$ cat src/hw/rtl/ptc_pkg.sv
// ----------------------------------------------------------------------------
// ptc_pkg: shared types and constants for pressure/temperature compensation
// Item payloads, coefficient bundle, inter-stage records and register codes.
// ----------------------------------------------------------------------------
package ptc_pkg;

	localparam int DIV_STEPS = 64;

	localparam logic [2:0] REG_T1    = 3'd0;
	localparam logic [2:0] REG_T2_T3 = 3'd1;
	localparam logic [2:0] REG_P1    = 3'd2;
	localparam logic [2:0] REG_P2_P3 = 3'd3;
	localparam logic [2:0] REG_P4_P5 = 3'd4;
	localparam logic [2:0] REG_P6_P7 = 3'd5;
	localparam logic [2:0] REG_P8_P9 = 3'd6;

	localparam logic signed [32:0] TEMP_OFFSET = 33'sd128000;
	localparam logic [63:0]        P_BIAS      = 64'h0000_8000_0000_0000;
	localparam logic [11:0]        P_SCALE     = 12'd3125;

	typedef struct packed {
		logic [19:0] raw_temperature;
		logic [19:0] raw_pressure;
	} sample_t;

	typedef struct packed {
		logic signed [31:0] temperature_centi;
		logic signed [31:0] pressure_q24_8;
		logic               status;
	} result_t;

	typedef struct packed {
		logic [15:0] t1;
		logic [15:0] t2;
		logic [15:0] t3;
		logic [15:0] p1;
		logic [15:0] p2;
		logic [15:0] p3;
		logic [15:0] p4;
		logic [15:0] p5;
		logic [15:0] p6;
		logic [15:0] p7;
		logic [15:0] p8;
		logic [15:0] p9;
	} coeff_t;

	// temperature side hands over compensated temperature and centred fine value
	typedef struct packed {
		logic [31:0] temp;
		logic [32:0] a;
		logic [19:0] raw_pressure;
	} fine_t;

	typedef struct packed {
		logic [63:0] num;
		logic [63:0] den;
		logic [31:0] temp;
	} quot_req_t;

	typedef struct packed {
		logic [63:0] rem;
		logic [63:0] quo;
		logic [63:0] den;
		logic        qneg;
		logic        zero;
		logic [31:0] temp;
	} div_stage_t;

endpackage

$ cat src/hw/rtl/ptc_temp.sv
// ----------------------------------------------------------------------------
// ptc_temp: temperature compensation stages
// Four stages of 32-bit wrapping arithmetic giving temperature and fine value.
// ----------------------------------------------------------------------------
module ptc_temp (
	input  logic             clk,
	input  logic             arst_n,
	input  logic             en,
	input  logic             in_vld,
	input  ptc_pkg::sample_t in,
	input  ptc_pkg::coeff_t  coef,
	output logic             out_vld,
	output ptc_pkg::fine_t   out
);

	logic               vld_s1, vld_s2, vld_s3, vld_s4;
	logic signed [33:0] xt2_s1, dd_s1;
	logic [19:0]        rp_s1, rp_s2, rp_s3;
	logic [31:0]        v1_s2;
	logic signed [35:0] ddt3_s2;
	logic [31:0]        fine_s3;
	ptc_pkg::fine_t     fine_s4;

	logic signed [17:0] x;
	logic signed [16:0] d;
	logic [31:0]        f5;

	always_comb begin
		x  = $signed({1'b0, in.raw_temperature[19:3]}) - $signed({1'b0, coef.t1, 1'b0});
		d  = $signed({1'b0, in.raw_temperature[19:4]}) - $signed({1'b0, coef.t1});
		f5 = fine_s3 * 32'd5 + 32'd128;
	end

	always_ff @(posedge clk or negedge arst_n) begin
		if (!arst_n) begin
			vld_s1 <= 1'b0;
			vld_s2 <= 1'b0;
			vld_s3 <= 1'b0;
			vld_s4 <= 1'b0;
		end else if (en) begin
			vld_s1 <= in_vld;
			vld_s2 <= vld_s1;
			vld_s3 <= vld_s2;
			vld_s4 <= vld_s3;
		end
	end

	always_ff @(posedge clk) begin
		if (en) begin
			xt2_s1  <= x * $signed(coef.t2);
			dd_s1   <= d * d;
			rp_s1   <= in.raw_pressure;

			v1_s2   <= 32'($signed(xt2_s1[31:0]) >>> 11);
			ddt3_s2 <= $signed(dd_s1[31:12]) * $signed(coef.t3);
			rp_s2   <= rp_s1;

			fine_s3 <= v1_s2 + 32'($signed(ddt3_s2[31:0]) >>> 14);
			rp_s3   <= rp_s2;

			fine_s4.temp         <= 32'($signed(f5) >>> 8);
			fine_s4.a            <= $signed({fine_s3[31], fine_s3}) - ptc_pkg::TEMP_OFFSET;
			fine_s4.raw_pressure <= rp_s3;
		end
	end

	assign out_vld = vld_s4;
	assign out     = fine_s4;

endmodule

$ cat config.mk
export PLATFORM = sky130hd
export DESIGN_NAME = ptc_temp
export DESIGN_NICKNAME = d
export VERILOG_FILES = /design/src/hw/rtl/ptc_pkg.sv /design/src/hw/rtl/ptc_temp.sv
export SDC_FILE = /design/constraint.sdc
export NUM_CORES = 2
export LEC_CHECK = 0
export BUFFER_PORTS_ARGS = -buffer_cell sky130_fd_sc_hd__buf_2
export CORE_ASPECT_RATIO = 0.5
export CORE_MARGIN = 1
export CORE_UTILIZATION = 27
export CTS_CLUSTER_SIZE = 20
export DETAILED_ROUTE_END_ITERATION = 10
export GPL_ROUTABILITY_DRIVEN = 0
export SLEW_MARGIN = 25
export SYNTH_ARGS = -nofsm -noshare
export SYNTH_HDL_FRONTEND = slang
export SYNTH_SLANG_ARGS = --single-unit
export TNS_END_PERCENT = 10
$ cat constraint.sdc
create_clock -name clk -period 12.8 [get_ports clk]
set_input_delay 1.28 -clock clk [delete_from_list [all_inputs] [get_ports clk]]
set_output_delay 1.28 -clock clk [all_outputs]
set_load 0.05 [all_outputs]
# Yosys cells after proc, flatten, opt, wreduce, memory -nomap -nowiden
# Index checks and enable logic that the tools add are counted.
[op_classes]
n_addsub = 5
multipliers = 4
n_div = 0
magnitude_cmp = 0
n_eq_ne = 0
shift = 0
n_mux = 0
bitwise = 0
reduce_logical = 0
[op_table]
columns = ["operator", "n"]
rows = [
  ["32-bit by 8-bit adder with 32-bit output, second input constant", 1],
  ["17-bit by 17-bit multiplier with 32-bit output", 1],
  ["18-bit by 16-bit multiplier with 32-bit output", 1],
  ["20-bit by 16-bit multiplier with 32-bit output", 1],
  ["32-bit by 3-bit multiplier with 32-bit output, second input constant", 1],
  ["22-bit by 18-bit subtractor with 23-bit output, second input constant", 1],
  ["21-bit by 18-bit adder with 22-bit output", 1],
  ["17-bit by 17-bit subtractor with 18-bit output", 1],
  ["16-bit by 16-bit subtractor with 17-bit output", 1],
]
[word_totals]
ff_bits = 280
latchBits = 0
ram_bits = 0
mem_bits_ro = 0
input_bits = 236
out_inout_bits = 86
memories = 0

# Logic depth before layout (Yosys ltp)
[logic_depth]
depth_word = 2
depth_mapped = 35
mapped_depth_nobuf = 33

# Worst setup path after synthesis
# OpenSTA, ideal clock, no wires.
[synth_timing]
path_type = "input to register"
from = "in in[24] (netlist bit)"
to = "reg xt2_s1[28] (data pin)"
setup_time_ns = 0.258
arrival_time_ns = 8.883
t_required_ns = 12.542
path_slack_ns = 3.658
stages = 33
n_path_buf = 2
cell_sequence = "inv_1 ha_1 inv_1 fa_1 a211oi_1 o21ai_1 nand2_1 o311ai_1 o41ai_1 xor2_1 inv_1 buf_2 buf_2 nand2_1 fa_1 fa_1 fa_1 fa_1 inv_1 fa_1 inv_1 fa_1 inv_1 ha_1 and2_1 a2111oi_2 a21oi_1 a31oi_1 nand3_1 a41oi_1 o21ai_0 a21oi_1 xnor2_1"
[synth_between]
elab_chain_len = 2
[synth_lines]
columns = ["element", "line", "source"]
rows = [
  ["from (decl)", "ptc_temp.sv:10", "input ptc_pkg::sample_t in,"],
  ["17-bit by 17-bit subtractor with 18-bit output", "ptc_temp.sv:29", "x = $signed({1'b0, in.raw_temperature[19:3]}) - $signed({1'b0, coef.t1, 1'b0});"],
  ["18-bit by 16-bit multiplier with 32-bit output", "ptc_temp.sv:50", "xt2_s1 <= x * $signed(coef.t2);"],
  ["to (signal assigned)", "ptc_temp.sv:50", ""],
  ["to (decl)", "ptc_temp.sv:17", "logic signed [33:0] xt2_s1, dd_s1;"],
]
# Every way passes these cells.
# A chain may end at the register's enable or synchronous reset.

# Final worst setup path
# Ends and elaborated chain as after synthesis.

==> impl_metrics.csv <==
group,metric,value,unit
routing,wl,87.9,mm
synthesis,synthArstFlopShare,1.72,%
timing,period_share,77.7,%
worst_setup_path,critical_path_class,"in -> reg",
worst_setup_path,cp-end-kind,"flop",
placed_design,hpwl,71.2,mm
floorplan,num_rows,98,
synthesis,synthTopCellsByArea,"fa_1 (41%), edfxtp_1 (17%), ha_1 (11%)",
placed_design,numPortBuffers,174,
cts,clk_pin_slew,60,ps
timing,clock_skew,25.0,ps
floorplan,die_x,543,um
synthesis,synth_compound_area_share,4.07,%
cts,cts_setup_buffers,0,
timing,slew_viol_final,0,
cts,cts_hold_buf,0,
routing,ant_nets,0,
routing,drc_errors,0,
synthesis,yosysWarnings,0,
synthesis,synthMuxAreaShare,0.142,%
global_routing,overflow,0,
synthesis,ys_seq_area_share,17.6,%
synthesis,synth_flop_cell,"edfxtp_1",
timing,setup_viol,0,
cts,cts_max_level,1,
synthesis,synth_seq_cells,233,
cts,cts_made_buffers,27,
cells_and_area,area_growth,9.69,%
floorplan,die-area,148000,um2
global_routing,grt_use_total,12.3,%
synthesis,synth_area,39500,um2
timing,tns,0,ps
floorplan,die_h,273,um
timing,worst_pin_slew,873,ps
synthesis,syn_nets,5289,
worst_setup_path,crit_arrival,10280,ps
routing,drt-initial-drc-count,1211,
synthesis,synth_top_cell_by_area,"fa_1",
worst_setup_path,startpoint_type,"primary input",
synthesis,synthXorXnorAreaFrac,3.53,%
floorplan,core_area,144000,um2
synthesis,synth_edf_count,229,
synthesis,synthTopCellsByCount,"inv_1 (983), fa_1 (818), nand2_1 (465)",
cells_and_area,fin_nets,5381,
worst_setup_path,cp_slowest_stage_delay,620,ps
global_routing,grt_start_max_net_pins,101,
timing,max_freq,0.101,GHz
global_routing,grt_antenna_before_repair,1,
worst_setup_path,worst_path_max_delay_cell,"xor2_2",
routing,wl_per_cell,14.7,um
global_routing,grt_pass1_wl,145,mm
routing,viasPerCell,4.27,
cts,clock_path_buffers,3,
timing,final-hold-violation-count,0,
cells_and_area,drive_gt1_share,7.00,%
synthesis,post-synth-top-count-cell,"inv_1",
worst_setup_path,path_max_fanout,7,
synthesis,yosysTopAreaCellShare,41.4,%
cts,cts_resized,0,
cts,clk-insertion-delay-late,580,ps
routing,routed-via-count,25500,
floorplan,pin_count,322,
global_routing,first_global_vias,27100,
cells_and_area,fillers,15000,
floorplan,start_util,27.4,%
timing,period_needed,9950,ps
job,drv_cap,0,
synthesis,synth.avg_cell_area,10.1,um2
cts,cts_tree,"built",
timing,grt_setup_unrepaired,"no",
synthesis,ys_types,69,
hold_path,hold_path.class,"reg -> reg",
routing,drt_pre_antenna_iters,7,
timing,slew_headroom,41.8,%
synthesis,syn_inst,3901,
synthesis,synth_fa_ha_area_share,52.0,%
cts,clkSinkCount,233,
synthesis,synth_top_family_by_area,"adder cells",
outcome,status,"completed",
synthesis,synthSimpleGateAreaFrac,11.8,%
cts,clock-root-buffer,"clkbuf_16",
worst_setup_path,critPathRequiredTime,13130,ps
==> metrics by stage <==
stage                     area [um2]  setup WS, ps  util [%]  std cells  hold slack, ps
final                          43400          2850      30.1       5963             416
after CTS                      43400          2820      30.1       5962             413
after global routing           43400          2200      30.1       5962             419
after global placement         42500          1860      29.5       5914             400
after floorplan                39500          3660         -       3901             400
after detailed placement       42500          2190      29.5       5914             405
==> path summary, 6_finish.rpt <==
check,from,end,slack (ps),depth (start not counted)
min reg2reg,xt2_s1[20],v1_s2[9],420,0
max,in[24],xt2_s1[28],2850,33
max reg2reg,dd_s1[19],ddt3_s2[31],5600,22
min in group asynchronous,arst_n,out_vld,510,1
max in group asynchronous,arst_n,vld_s3,12170,1
min,xt2_s1[20],v1_s2[9],420,0
==> worst max-delay path: cells and delay by family <==
family | cells | cell delay (ps)
fa+ha+maj | 9 | 3880
compound gates | 10 | 2910
simple gates | 4 | 820
buf+inv | 8 | 700
xor+xnor | 2 | 700
==> layout make-up <==
| class | count | area, um2 | area share (%) |
|---|---|---|---|
| Sequential cell | 233 | 6980 | 16.1 |
| Multi-Input combinational cell | 2541 | 28300 | 65.3 |
| Timing Repair Buffer | 204 | 1110 | 2.56 |
| Inverter | 986 | 3700 | 8.53 |
| Clock buffer | 31 | 691 | 1.59 |
| Tap cell | 1950 | 2440 | 5.62 |
| Antenna cell | 1 | 2.50 | 0.00577 |
| Clock inverter | 17 | 139 | 0.320 |
==> routing by layer <==
metal	GRT usage [%]	vias to the layer above	routed length (um)
met2	20.9	507	42000
met1	16.6	13000	39900
met3	1.55	114	4160
met4	2.62	0	1860
li1	-	11800	-
met5	0	-	0
==> cells by family after synthesis <==
logic type,count (synthesis)
multiplexers,5
XOR/XNOR,156
flip-flops,233
AND/OR/NAND/NOR,991
buffers and inverters,1127
AO/OA/AOI/OAI,237
adder cells (fa/ha/maj),1152
==> sequential cells by signal, indices dropped and copies added (netlist names) <==
name / count
vld_s3: 1
rp_s1: 20
dd_s1: 20
xt2_s1: 21
rp_s3: 20
vld_s2: 1
out: 67
out_vld: 1
fine_s3: 22
rp_s2: 20
v1_s2: 21
vld_s1: 1
ddt3_s2: 18
==> layout by cell type, fill, tap and decap left out, types with 32 or more instances in the layout <==
master    instances
a21oi_1          62
and2_1          246
buf_2           173
edfxtp_1        229
fa_1            818
ha_1            334
inv_1           983
nand2_1         465
nand2b_1         37
nor2_1          140
o21ai_0          40
xnor2_1         115
xor2_1           32
Power is not shown: default switching activity piles up to over one toggle a cycle in this logic, so the estimate is an artifact.
